===== src/hw/rtl/hbs_pkg.sv =====
// Shared types and constants of the heightmap bilinear sampler.
// No dependencies; every other file of the block imports this package.
package hbs_pkg;

  // Field widths of the item and result ports.
  localparam int POS_W  = 24;  // signed Q16.8 world position
  localparam int HGT_W  = 16;  // signed Q8.8 height
  localparam int IDX_W  = 13;  // grid entry index of a write item
  localparam int FRAC_W = 8;   // fractional bits of a grid coordinate

  // Grid coordinate after origin removal and half-width offset.
  localparam int GX_W  = 26;
  // Intermediate widths of the interpolation datapath.
  localparam int DIF_W = HGT_W + 1;  // difference of two corner heights
  localparam int TOP_W = 26;         // one edge interpolated, Q.16
  localparam int ACC_W = 36;         // full bilinear value, Q.24

  // Configuration port.
  localparam int CFG_IDX_W = 1;
  localparam int CFG_W     = 24;
  localparam logic [CFG_IDX_W-1:0] REG_ORIGIN_X = 1'd0;
  localparam logic [CFG_IDX_W-1:0] REG_ORIGIN_Z = 1'd1;

  // Command codes of an input item.
  localparam logic CMD_WRITE = 1'b0;
  localparam logic CMD_QUERY = 1'b1;

  // Depth of the queue between front and back end.
  localparam int QUEUE_DEPTH = 4;

  // Operation handed from the front end to the back end.
  typedef enum logic [1:0] {
    OP_WRITE   = 2'd0,
    OP_SAMPLE  = 2'd1,
    OP_OUTSIDE = 2'd2
  } hbs_op_e;

endpackage


===== src/hw/rtl/hbs_queue.sv =====
// Small first-in first-out queue between the front and the back end.
// Depends on hbs_pkg for its depth.
module hbs_queue #(
  parameter int WIDTH = 31
) (
  input  logic             clk_i,
  input  logic             rst_ni,
  input  logic             push_i,
  input  logic [WIDTH-1:0] push_data_i,
  input  logic             pop_i,
  output logic [WIDTH-1:0] pop_data_o,
  output logic             full_o,
  output logic             empty_o
);
  import hbs_pkg::*;

  localparam int PW = $clog2(QUEUE_DEPTH);

  logic [WIDTH-1:0] slot_q [QUEUE_DEPTH];
  logic [PW-1:0]    wr_ptr_q, rd_ptr_q;
  logic [PW:0]      count_q, count_d;

  assign full_o     = count_q == (PW+1)'(QUEUE_DEPTH);
  assign empty_o    = count_q == '0;
  assign pop_data_o = slot_q[rd_ptr_q];

  always_comb begin
    count_d = count_q;
    if (push_i && !pop_i) begin
      count_d = count_q + 1'b1;
    end else if (pop_i && !push_i) begin
      count_d = count_q - 1'b1;
    end
  end

  always_ff @(posedge clk_i or negedge rst_ni) begin
    if (!rst_ni) begin
      wr_ptr_q <= '0;
      rd_ptr_q <= '0;
      count_q  <= '0;
    end else begin
      count_q <= count_d;
      if (push_i) begin
        wr_ptr_q <= wr_ptr_q + 1'b1;
      end
      if (pop_i) begin
        rd_ptr_q <= rd_ptr_q + 1'b1;
      end
    end
  end

  always_ff @(posedge clk_i) begin
    if (push_i) begin
      slot_q[wr_ptr_q] <= push_data_i;
    end
  end

endmodule


===== config.mk =====
export PLATFORM = sky130hd
export DESIGN_NAME = hbs_queue
export DESIGN_NICKNAME = d
export VERILOG_FILES = /design/src/hw/rtl/hbs_pkg.sv /design/src/hw/rtl/hbs_queue.sv
export SDC_FILE = /design/constraint.sdc
export NUM_CORES = 1
export LEC_CHECK = 0
export ABC_AREA = 1
export BUFFER_PORTS_ARGS = -buffer_cell sky130_fd_sc_hd__buf_2
export CORE_MARGIN = 1
export CORE_UTILIZATION = 55
export DETAILED_ROUTE_END_ITERATION = 7
export PLACE_DENSITY = 0.76
export SKIP_LAST_GASP = 1
export SLEW_MARGIN = 20
export SYNTH_ARGS = -nofsm -noshare
export SYNTH_HDL_FRONTEND = slang
export SYNTH_SLANG_ARGS = --single-unit
export TNS_END_PERCENT = 10

===== constraint.sdc =====
create_clock -name clk_i -period 2.04 [get_ports clk_i]
set_clock_uncertainty 0.1 [all_clocks]
set_input_delay 0.408 -clock clk_i [delete_from_list [all_inputs] [get_ports clk_i]]
set_output_delay 0.408 -clock clk_i [all_outputs]
set_load 0.05 [all_outputs]

==> flow_metrics.tcl <==
set metrics [dict create \
    status "complete, but fails checks" \
    violations "setup timing" \
    cts_buffers 17 \
    yosysUniqueCellTypes 20 \
    hold_path.class "in -> reg" \
    core_area_mm2 0.00973 \
    place_area_mm2 0.00601 \
    worstHoldEndpoint "slot_q[3][28]" \
    antenna_found_initial 1 \
    rsz0062_at_grt "true" \
    total_power_uw 12800 \
    cp-start-kind "flop" \
    synth_top_cell_by_area "edfxtp_1" \
    critical_path.max_fanout 12 \
    layout.cells.non_filler 660 \
    intPower_uw 7600 \
    syn-num-nets 450 \
    antenna_left 0 \
    slew_headroom 0.766 \
    pwr-share-seq 0.293 \
    cts_tree "yes" \
    postSynthCellCount 409 \
    pwr-share-clk 0.254 \
    dpl.cell_count 600 \
    yosysWarnings 0 \
    synth_top_area_frac 0.680 \
    hp-start "push_data_i[28]" \
    drt_iter0_drc 166 \
    worstPathRequired_ns 1.53 \
    synth_area_leaders "edfxtp_1 68%, nand2_1 7.3%, o211ai_2 6.6%, inv_1 5.0%, o211ai_1 4.5%" \
    grt_pass1_vias 3244 \
    htreeDepth 4 \
    finalSetupViolCount 31 \
    rows 36 \
    powerDensity_mw_per_mm2 1800 \
    die_x_um 102 \
    p_switching_uw 5190 \
    drive_above_1_share 0.291 \
    hold_viol 0 \
    arrival_ns 1.86 \
    firstDrtPassIters 5 \
    synth_edf_count 124 \
    top_level_ports 68 \
    die_area_mm2 0.0104 \
    grt_overflow_total 0 \
    clockRootBuffer "clkbuf_8" \
    synth_area_mm2 0.00548 \
    synth_top_cells_by_count "124 x edfxtp_1, 106 x nand2_1, 73 x inv_1, 33 x o211ai_1, 29 x o211ai_2" \
    r2r_start "wr_ptr_q[0]" \
    vias 3452 \
    design_area_mm2 0.00710 \
    avgSynthCellArea_um2 13.4 \
    final-max-slew-violation-count 0 \
    tightestPinTransition_ns 0.351 \
    grt_max_degree 65 \
    synth-main-ff-cell "edfxtp_1" \
    cp-end-kind "primary output" \
    r2r_cells 5 \
    worstSetupPathType "reg -> out" \
    ctsLongestPathBuffers 2 \
    insertion_delay_ns 0.51 \
    hpwl_um 5950 \
    wl_per_cell_um 17.3 \
    fmax_ghz 0.422 \
    r2r_slack_ns 0.42 \
    grt_usage 0.211 \
    ir_drop_mv 1.39 \
    synthToLayoutAreaGrowth_pct 29.7 \
    clk_pin_slew_ns 0.06 \
    synth_most_common_cell "edfxtp_1" \
    ys_seq_area_frac 0.712 \
    post-route-util 0.730 \
    ys_ff_latch 131 \
    p_comb_frac 0.453 \
    reg2reg_to "slot_q[0][25]" \
    finalWirelength_um 11400 \
    cap_violations 0 \
    portBuffers 67 \
    grt_pass1_wl_um 15600 \
    synth_async_sr_flop_share 0.0534 \
    holdPathStages 1 \
    via_per_inst 5.23 \
    whs_ns 0.0177 \
    place.gp.congestion 0.728 \
    cts_sinks 131 \
    period_share 1.16 \
    switching_share 0.406 \
    drc 0 \
    static-leakage-power_uw 0.00298 \
    start_util 0.563 \
    fin_crit_ns 2.37 \
    layout.nets 555 \
    finalWorstSetupSlack_ns -0.329 \
    die_y_um 102 \
]
power groups by stage:
stage / Clock, uW / Sequential, uW / Combinational (uW)
floorplan: 0 / 3740 / 3790
global placement: 0 / 3800 / 4740
detailed placement: 0 / 3840 / 4840
CTS: 3280 / 3750 / 5150
global route: 3410 / 3790 / 6140
finish: 3260 / 3740 / 5800
sequential cells by signal, indices dropped and copies added, names as in the netlist:
register  cells
slot_q      124
count_q       3
rd_ptr_q      2
wr_ptr_q      2
worst max-delay path, stage by stage (launching register included):
cell and delay [ns]:
dfrtp_4 0.49, buf_4 0.18, clkbuf_16 0.18, nand2_1 0.10
o211ai_2 0.11, nand2_1 0.12, buf_6 0.17
through the flow:
stage | setup slack [ns] | TNS [ns]
after floorplan | 0.00967 | 0
after global placement | 0.197 | 0
after detailed placement | 0.154 | 0
after CTS | -0.270 | -7.52
after global routing | -0.378 | -10.54
final | -0.329 | -8.31
metal layers:
layer | track usage | vias to the layer above | share of wire
li1 | - | 1624 | -
met1 | 0.247 | 1673 | 0.40
met2 | 0.374 | 139 | 0.53
met3 | 0.0573 | 16 | 0.060
met4 | 0.0736 | 0 | 0.012
met5 | 0 | - | 0
final cells by class:
cell class                      instances  area (um2)
Multi-Input combinational cell        183        1150
Fill cell                             610        2630
Clock inverter                         14         225
Clock buffer                           17         414
Sequential cell                       131        3900
Tap cell                              133         166
Inverter                               74         278
Timing Repair Buffer                  107         958
Antenna cell                            1        2.50
cell families after synthesis:
group / Yosys count / synth area share
buffers and inverters: 95 / 0.0777
DFF: 131 / 0.712
xor gates and xnor gates: 4 / 0.00640
adders and majority gates: 6 / 0.0151
AOI/OAI and AO/OA: 63 / 0.112
and+or+nand+nor: 110 / 0.0765
placed cells by master (no fill, tap or decap), drive strengths merged:
cell / synthesis / routed
ha: 5 / 5
bufinv: 0 / 5
edfxtp: 124 / 124
dfrtp: 7 / 7
clkinvlp: 0 / 1
inv: 74 / 79
o211ai: 62 / 62
nor3: 2 / 2
diode: 0 / 1
dlygate4sd3: 0 / 16
xor2: 3 / 3
nand2: 106 / 106
nand4: 1 / 1
fa: 1 / 1
nand3: 1 / 1
clkbuf: 1 / 25
o21ai: 1 / 1
xnor2: 1 / 1
clkinv: 0 / 3
buf: 20 / 83
repair_timing:
action	4_1_cts	5_1_grt
endpoints found under the hold margin	63	0
gates resized for setup	17	29
pin swaps	1	12
setup endpoints to repair	31	32
setup buffers	2	4
hold buffers	16	0
gates cloned	0	6
worst max-delay path by stage:
stage | startpoint | slack (ns) | end | depth (start not counted)
6_report | rd_ptr_q[0] | -0.33 | pop_data_o[3] | 6
2_1_floorplan | count_q[0] | 0.01 | empty_o | 1
3_5_place_dp | rd_ptr_q[0] | 0.15 | pop_data_o[25] | 4
3_3_place_gp | rd_ptr_q[0] | 0.20 | pop_data_o[2] | 4
4_1_cts | rd_ptr_q[0] | -0.27 | pop_data_o[16] | 4
5_1_grt | rd_ptr_q[0] | -0.38 | pop_data_o[3] | 6
Note: power is estimated with default switching activity, not from simulation.
