[src/hw/rtl/hbs_pkg.sv]
// Shared types and constants of the heightmap bilinear sampler.
// No dependencies; every other file of the block imports this package.
package hbs_pkg;

  // Field widths of the item and result ports.
  localparam int POS_W  = 24;  // signed Q16.8 world position
  localparam int HGT_W  = 16;  // signed Q8.8 height
  localparam int IDX_W  = 13;  // grid entry index of a write item
  localparam int FRAC_W = 8;   // fractional bits of a grid coordinate

  // Grid coordinate after origin removal and half-width offset.
  localparam int GX_W  = 26;
  // Intermediate widths of the interpolation datapath.
  localparam int DIF_W = HGT_W + 1;  // difference of two corner heights
  localparam int TOP_W = 26;         // one edge interpolated, Q.16
  localparam int ACC_W = 36;         // full bilinear value, Q.24

  // Configuration port.
  localparam int CFG_IDX_W = 1;
  localparam int CFG_W     = 24;
  localparam logic [CFG_IDX_W-1:0] REG_ORIGIN_X = 1'd0;
  localparam logic [CFG_IDX_W-1:0] REG_ORIGIN_Z = 1'd1;

  // Command codes of an input item.
  localparam logic CMD_WRITE = 1'b0;
  localparam logic CMD_QUERY = 1'b1;

  // Depth of the queue between front and back end.
  localparam int QUEUE_DEPTH = 4;

  // Operation handed from the front end to the back end.
  typedef enum logic [1:0] {
    OP_WRITE   = 2'd0,
    OP_SAMPLE  = 2'd1,
    OP_OUTSIDE = 2'd2
  } hbs_op_e;

endpackage

[src/hw/rtl/hbs_front.sv]
// Front end: takes items, holds the grid origin, converts positions into
// cell and fraction and classifies each item. Depends on hbs_pkg.
module hbs_front #(
  parameter int GRID_QUADS = 64
) (
  input  logic                                     clk_i,
  input  logic                                     rst_ni,
  input  logic                                     start,
  output logic                                     busy,
  input  logic                                     cfg_we_i,
  input  logic [hbs_pkg::CFG_IDX_W-1:0]            cfg_idx_i,
  input  logic [hbs_pkg::CFG_W-1:0]                cfg_data_i,
  input  logic                                     command_i,
  input  logic signed [hbs_pkg::POS_W-1:0]         pos_x_i,
  input  logic signed [hbs_pkg::POS_W-1:0]         pos_z_i,
  input  logic [hbs_pkg::IDX_W-1:0]                entry_index_i,
  input  logic signed [hbs_pkg::HGT_W-1:0]         entry_height_i,
  input  logic                                     full_i,
  output logic                                     push_o,
  output hbs_pkg::hbs_op_e                         op_o,
  output logic [$clog2((GRID_QUADS+1)*(GRID_QUADS+1))-1:0] addr_o,
  output logic [hbs_pkg::HGT_W-1:0]                data_o
);
  import hbs_pkg::*;

  localparam int GRID_VERTS = GRID_QUADS + 1;
  localparam int DEPTH      = GRID_VERTS * GRID_VERTS;
  localparam int AW         = $clog2(DEPTH);
  localparam int CW         = GX_W - 1 - FRAC_W;
  localparam logic [CW-1:0] CELL_LIM = CW'(GRID_QUADS);
  localparam logic [AW-1:0] VERTS_A  = AW'(GRID_VERTS);
  localparam logic [GX_W-1:0] HALF_W = GX_W'(GRID_QUADS * 128);

  logic signed [CFG_W-1:0] origin_x_q, origin_z_q;
  logic                    stg_vld_q, stg_vld_d;
  logic                    stg_cmd_q;
  logic signed [GX_W-1:0]  gx_q, gz_q, gx_d, gz_d;
  logic [IDX_W-1:0]        idx_q;
  logic [HGT_W-1:0]        hgt_q;
  logic                    accept;
  logic                    outside;
  logic                    idx_ok;
  logic [CW-1:0]           x_cell, z_cell;
  logic [AW-1:0]           base;

  always_ff @(posedge clk_i or negedge rst_ni) begin
    if (!rst_ni) begin
      origin_x_q <= '0;
      origin_z_q <= '0;
    end else if (cfg_we_i) begin
      case (cfg_idx_i)
        REG_ORIGIN_X: origin_x_q <= cfg_data_i;
        REG_ORIGIN_Z: origin_z_q <= cfg_data_i;
        default: ;
      endcase
    end
  end

  assign accept = start & ~busy;
  assign gx_d   = GX_W'(pos_x_i) - GX_W'(origin_x_q) + $signed(HALF_W);
  assign gz_d   = GX_W'(pos_z_i) - GX_W'(origin_z_q) + $signed(HALF_W);

  // The item stays in the stage while the queue is full.
  assign busy      = stg_vld_q & full_i;
  assign stg_vld_d = accept | busy;

  always_ff @(posedge clk_i or negedge rst_ni) begin
    if (!rst_ni) begin
      stg_vld_q <= 1'b0;
    end else begin
      stg_vld_q <= stg_vld_d;
    end
  end

  always_ff @(posedge clk_i) begin
    if (accept) begin
      stg_cmd_q <= command_i;
      gx_q      <= gx_d;
      gz_q      <= gz_d;
      idx_q     <= entry_index_i;
      hgt_q     <= entry_height_i;
    end
  end

  // A cell is inside when both coordinates are non-negative and the cell
  // index leaves room for the far corner.
  assign x_cell  = gx_q[GX_W-2:FRAC_W];
  assign z_cell  = gz_q[GX_W-2:FRAC_W];
  assign outside = gx_q[GX_W-1] | gz_q[GX_W-1] | (x_cell >= CELL_LIM) | (z_cell >= CELL_LIM);
  assign base    = AW'(z_cell) * VERTS_A + AW'(x_cell);
  assign idx_ok  = 32'(idx_q) < DEPTH;

  assign push_o = stg_vld_q & ~full_i & ((stg_cmd_q == CMD_QUERY) | idx_ok);

  always_comb begin
    if (stg_cmd_q == CMD_QUERY) begin
      op_o   = outside ? OP_OUTSIDE : OP_SAMPLE;
      addr_o = base;
      data_o = {gx_q[FRAC_W-1:0], gz_q[FRAC_W-1:0]};
    end else begin
      op_o   = OP_WRITE;
      addr_o = AW'(idx_q);
      data_o = hgt_q;
    end
  end

endmodule

[config.mk]
export PLATFORM = sky130hd
export DESIGN_NAME = hbs_front
export DESIGN_NICKNAME = d
export VERILOG_FILES = /design/src/hw/rtl/hbs_pkg.sv /design/src/hw/rtl/hbs_front.sv
export SDC_FILE = /design/constraint.sdc
export NUM_CORES = 1
export LEC_CHECK = 0
export BUFFER_PORTS_ARGS = -buffer_cell sky130_fd_sc_hd__buf_2
export CAP_MARGIN = 20
export CORE_MARGIN = 10
export CORE_UTILIZATION = 38
export DETAILED_ROUTE_END_ITERATION = 10
export PLACE_DENSITY = 0.57
export SETUP_SLACK_MARGIN = 0.15
export SLEW_MARGIN = 0
export SYNTH_ARGS = -nofsm -noshare
export SYNTH_HDL_FRONTEND = slang
export SYNTH_SLANG_ARGS = --single-unit
[constraint.sdc]
create_clock -name clk_i -period 5.31 [get_ports clk_i]
set_clock_uncertainty 0.05 [all_clocks]
set_input_delay 0 -clock clk_i [delete_from_list [all_inputs] [get_ports clk_i]]
set_output_delay 0 -clock clk_i [all_outputs]
set_load 0.02 [all_outputs]
==> impl_metrics.yaml, run 1 <==
critical_path:
  timing.reg2reg.worst_path_depth: 11
  crit_fanout: 3
  worst-setup-path-type: "flop to output port"
  rr_endpoint: "gz_q[19]"
  cp.arrival_ns: 3.65
  worstPathRequired_ns: 5.26
  cp-end-kind: "output port"
  critPathLaunchType: "flop"
  r2r-start: "origin_z_q[1]"
  rrSetupSlack_ns: 2.12
timing:
  drv_slew: 0
  rsz0062_at_grt: "no"
  setup-violations-final: 0
  finalSetupTns_ns: 0
  worst_hold_slack_ns: 0.0268
  worstMarginPinSlew_ns: 0.685
  period_minus_slack_ns: 3.70
  finalHoldViolations: 0
  timing.fmax_mhz: 270
  relSlewSlack_pct: 54.3
  timing.final.crit_share_pct: 69.7
worst_hold_path:
  hold_path_end: "gz_q[1]"
  min-delay-path-class: "input port to flop"
  holdPathStages: 3
  hp-start: "pos_z_i[1]"
cts:
  numCtsBuffers: 17
  htreeDepth: 4
  post_cts_buffers: 0
  cts_tree: "built"
  clockRootBuffer: "clkbuf_16"
  path_clk_slew_ns: 0.06
  insertion_delay_ns: 0.42
  cts.sinks: 131
  clockBufferDepth: 2
synthesis:
  syn_nets: 1030
  syn_inst: 784
  syn_area_per_cell_um2: 11.1
  synth.cell_area_mm2: 0.00870
  synth.distinct_cells: 63
  synth-edff-count: 82
  ys.flop_type: "edfxtp_1"
  synth-seq-cells: 131
  yosys-top-cells-area: "edfxtp_1 (28%), ha_1 (19%), dfrtp_1 (14%)"
  yosysMostFrequentCell: "ha_1"
  ys_seq_area_share_pct: 42.4
  synth_top_cells_by_count: "ha_1 (130), inv_1 (94), edfxtp_1 (82)"
  ys_async_sr_fraction_pct: 37.4
  synth_top_cell_by_area: "edfxtp_1"
  ys_warn_count: 0
  synth_top_area_share_pct: 28.3
grt:
  antenna_found_initial: 2
  grt_max_degree: 56
  grt_pass1_vias: 6520
  grt.overflow.total: 0
  grt_pass1_wl_um: 33400
  gr-usage-all-layers_pct: 14.5
floorplan:
  dieHeight_um: 171
  core_area_mm2: 0.0226
  dieWidth_um: 171
  dieArea_mm2: 0.0293
  start_util_pct: 38.5
  rows: 55
  io_pins: 141
detailed_routing:
  dr.max_layer_used: "met5"
  routed_via_density: 4.91
  ant_nets: 0
  drtPass1Iterations: 4
  drt_iter0_markers: 365
  num_vias: 6351
  routed_wl_um: 20600
  wl_per_cell_um: 15.9
  drt_drc_violations_left: 0
  met1_length_um: 9980
  wl_met2_um: 9650
  met3_length_um: 759
power:
  p_leak_uw: 0.00505
  max-vdd-ir-drop_v: 0.000164
  power.density_mw_per_mm2: 418
final_layout:
  layout-drive-gt1-share_pct: 23.5
  nets: 1241
  synthToLayoutAreaGrowth_pct: 25.6
placed_design:
  dp_hpwl_um: 16600
  portBuffers: 140
  globalplace.congestion: 0.853
job:
  max_cap_violations: 0
status:
  outcome: "finished clean"
-- cells by family after synthesis --
group | synth area share [%]
adders and majority gates | 20.5
DFF | 42.4
and+or+nand+nor | 7.32
xor gates and xnor gates | 4.93
muxes | 6.44
buffers and inverters | 4.67
AOI/OAI and AO/OA | 13.7
-- where the power goes --
group	switching (uW)	leakage, uW	internal, uW	total, uW
Sequential	77.9	0.00137	1310	1380
Clock	458	0.000287	659	1120
Combinational	1150	0.00340	913	2070
-- how the worst max path moves through the flow --
stage,start,endpoint,slack [ns]
after floorplan,stg_vld_q,gx_q[0],0.50
after global placement,gz_q[10],addr_o[12],2.08
after detailed placement,gz_q[10],addr_o[12],2.03
after CTS,gz_q[10],addr_o[12],1.58
after global routing,gz_q[10],addr_o[12],1.37
final,gz_q[10],addr_o[12],1.61
-- timing repair --
item                                   in CTS  in global routing
setup endpoints to repair                   0                  0
resized for setup                           0                  0
endpoints found under the hold margin     131                  0
hold buffers                               59                  0
-- registers in the layout (all words and copies together) (netlist names) --
signal      flops
gx_q           26
gz_q           26
origin_x_q     24
origin_z_q     24
hgt_q          16
idx_q          13
stg_cmd_q       1
stg_vld_q       1
-- placed cells by master (no fill, tap or decap), types with 4 or more instances in the layout --
| cell type | netlist | layout |
|---|---|---|
| a21o_1 | 19 | 19 |
| fa_1 | 8 | 8 |
| xor2_1 | 15 | 15 |
| nor2_1 | 30 | 30 |
| inv_1 | 94 | 94 |
| inv_6 | 0 | 5 |
| buf_2 | 0 | 140 |
| nor3_1 | 6 | 6 |
| dfrtp_1 | 49 | 49 |
| edfxtp_1 | 82 | 82 |
| nor4_1 | 9 | 9 |
| nor2b_1 | 6 | 4 |
| a211oi_1 | 15 | 15 |
| o21a_1 | 8 | 8 |
| xnor2_1 | 34 | 34 |
| a31oi_1 | 4 | 4 |
| mux2_2 | 48 | 48 |
| clkbuf_16 | 0 | 19 |
| nand3_1 | 6 | 6 |
| buf_4 | 1 | 5 |
| o21ai_1 | 15 | 15 |
| nand2_1 | 46 | 46 |
| ha_1 | 130 | 130 |
| dlygate4sd3_1 | 0 | 59 |
| a221o_1 | 4 | 4 |
| nand2b_1 | 5 | 5 |
| o21ai_0 | 33 | 33 |
| and2_1 | 4 | 4 |
| o211ai_1 | 7 | 7 |
| o21bai_1 | 7 | 7 |
| a21oi_1 | 37 | 37 |
-- cell type report --
| class | instances | area [um2] |
|---|---|---|
| Fill cell | 2121 | 11600 |
| Multi-Input combinational cell | 546 | 4620 |
| Sequential cell | 131 | 3690 |
| Timing Repair Buffer | 205 | 1340 |
| Clock buffer | 20 | 479 |
| Tap cell | 285 | 357 |
| Inverter | 94 | 353 |
| Clock inverter | 12 | 86.3 |
| Antenna cell | 1 | 2.50 |
-- through the flow --
step | utilization (%) | total power, uW | worst slack (ns) | area [um2] | std cells
floorplan | - | 2900 | 0.505 | 8700 | 784
global placement | 43.2 | 3420 | 2.08 | 9750 | 1201
detailed placement | 43.2 | 3430 | 2.03 | 9750 | 1201
CTS | 48.3 | 4620 | 1.58 | 10900 | 1292
global route | 48.4 | 4950 | 1.37 | 10900 | 1294
finish | 48.4 | 4570 | 1.61 | 10900 | 1294
-- layer usage --
| metal | GRT usage (%) | vias to the layer above |
|---|---|---|
| met5 | 0 | - |
| met4 | 3.63 | 2 |
| met3 | 3.42 | 12 |
| met2 | 23.4 | 103 |
| met1 | 19.3 | 2953 |
| li1 | - | 3281 |
-- critical path, cell delays in order, from the launching register on --
cell and delay [ns]:
edfxtp_1 0.42, ha_1 0.30, ha_1 0.28, ha_1 0.23, fa_1 0.42, a21o_1 0.18
a21oi_1 0.28, o21ai_1 0.12, a2111o_1 0.37, a31oi_1 0.20, xor2_1 0.19, o21ai_1 0.08
buf_2 0.18
No activity file was read; power rests on OpenSTA's default activity.
==> run 2, diff against run 1 <==
- PLACE_DENSITY: 0.57 -> 0.6
- clock period: 5.31 -> 3.2 ns (I/O delays scaled with it)
==> impl_metrics.yaml, run 2 (synthesized netlist as in run 1, its figures left out) <==
status:
  outcome: "finished with violations"
  violations: "setup timing"
cts:
  clockRootBuffer: "clkbuf_16"
  clockBufferDepth: 2
  cts_tree: "built"
  cts.sinks: 131
  htreeDepth: 4
  path_clk_slew_ns: 0.06
  numCtsBuffers: 17
  insertion_delay_ns: 0.42
floorplan:
  dieHeight_um: 171
  rows: 55
  dieArea_mm2: 0.0293
  start_util_pct: 38.5
  io_pins: 141
  core_area_mm2: 0.0226
  dieWidth_um: 171
timing:
  drv_slew: 0
  rsz0062_at_grt: "yes"
  setup-violations-final: 2
  period_minus_slack_ns: 3.38
  timing.fmax_mhz: 296
  finalSetupTns_ns: -0.188
  timing.final.crit_share_pct: 106
  finalHoldViolations: 0
  worstMarginPinSlew_ns: 0.732
  relSlewSlack_pct: 51.0
  fin_ws_ns: -0.182
power:
  design_power_total_uw: 8410
  p_leak_uw: 0.00521
  power.density_mw_per_mm2: 729
  max-vdd-ir-drop_v: 0.000470
final_layout:
  final_common_cell: "buf_2"
  stdcell_area_mm2: 0.0115
  antenna_cells: 0
  layout-drive-gt1-share_pct: 28.9
  layout.cells.non_filler: 1321
  nets: 1269
  top_regs: "gx_q: 26 flops, gz_q: 26 flops"
  n_fill_cell: 2033
  layout_common_cells: "buf_2 (135), ha_1 (112), inv_1 (91)"
  synthToLayoutAreaGrowth_pct: 32.6
critical_path:
  rr_endpoint: "gx_q[23]"
  cp.arrival_ns: 3.33
  worstPathRequired_ns: 3.15
  critPathLaunchType: "flop"
  crit_fanout: 4
  worst-setup-path-type: "flop to output port"
  cp-end-kind: "output port"
  timing.reg2reg.worst_path_depth: 11
  r2r-start: "origin_x_q[1]"
  rrSetupSlack_ns: 0.26
detailed_routing:
  dr.max_layer_used: "met4"
  drt_iter0_markers: 389
  met1_length_um: 9530
  drt_drc_violations_left: 0
  num_vias: 6549
  drtPass1Iterations: 4
  wl_per_cell_um: 16.2
  routed_wl_um: 21400
  wl_met2_um: 10700
  ant_nets: 0
  met3_length_um: 888
  routed_via_density: 4.96
grt:
  gr-usage-all-layers_pct: 14.6
  grt_pass1_vias: 6829
  grt_max_degree: 83
  grt_pass1_wl_um: 33800
  grt.overflow.total: 0
  antenna_found_initial: 0
placed_design:
  globalplace.congestion: 0.885
  portBuffers: 140
  dp_hpwl_um: 16500
  place_inst: 1205
  dpl_cell_area_mm2: 0.00979
job:
  max_cap_violations: 0
worst_hold_path:
  min-delay-path-class: "input port to asynchronous set/reset pin"
## run 2: worst max-delay path by stage
stage | from | end
2_1_floorplan | gz_q[10] | addr_o[12]
3_3_place_gp | gz_q[10] | addr_o[12]
3_5_place_dp | gz_q[10] | addr_o[12]
4_1_cts | gx_q[10] | addr_o[12]
5_1_grt | gx_q[16] | addr_o[12]
6_report | gz_q[15] | addr_o[12]
## run 2: where the power goes
part	total (uW)	switching, uW	internal [uW]
logic	4180	2190	1990
registers	2300	135	2170
clock network	1920	727	1200
total	8410	3050	5360
## run 2: critical path: stages, from the launching register on
cell,delay [ns]
edfxtp_1,0.43
ha_4,0.31
ha_4,0.19
fa_1,0.54
ha_4,0.23
o21a_1,0.18
a2111o_1,0.42
a31oi_2,0.19
xor2_1,0.19
o21ai_1,0.08
buf_4,0.17
## run 2: cell type report
| class | instances | area (um2) | share of cell area [%] |
|---|---|---|---|
| Clock buffer | 23 | 543 | 4.71 |
| Inverter | 94 | 353 | 3.06 |
| Tap cell | 285 | 357 | 3.09 |
| Sequential cell | 131 | 3690 | 32.0 |
| Clock inverter | 9 | 58.8 | 0.510 |
| Timing Repair Buffer | 233 | 1610 | 14.0 |
| Multi-Input combinational cell | 546 | 4930 | 42.7 |
## run 2: timing repair
item                                    4_1_cts  5_1_grt
setup buffers                                 8        8
hold buffers                                 67        0
gates resized for setup                      21       36
endpoints found under the setup margin        9       14
pin swaps                                    12       26
hold endpoints to repair                    107        0
## run 2: through the flow
| stage | utilization, % | hold WS (ns) | setup WS, ns |
|---|---|---|---|
| finish | 51.1 | 0.0689 | -0.182 |
| global route | 51.1 | 0.0694 | -0.311 |
| CTS | 49.9 | 0.0548 | -0.241 |
| detailed placement | 43.4 | -0.0136 | 0.0391 |
| global placement | 43.4 | -0.0133 | 0.0696 |
| floorplan | - | -0.346 | 0.181 |
## run 2: per-layer routing
layer | vias up | GRT usage, %
met5 | - | 0
met1 | 3091 | 17.9
li1 | 3333 | -
met2 | 109 | 25.1
met4 | 0 | 4.73
met3 | 16 | 3.23
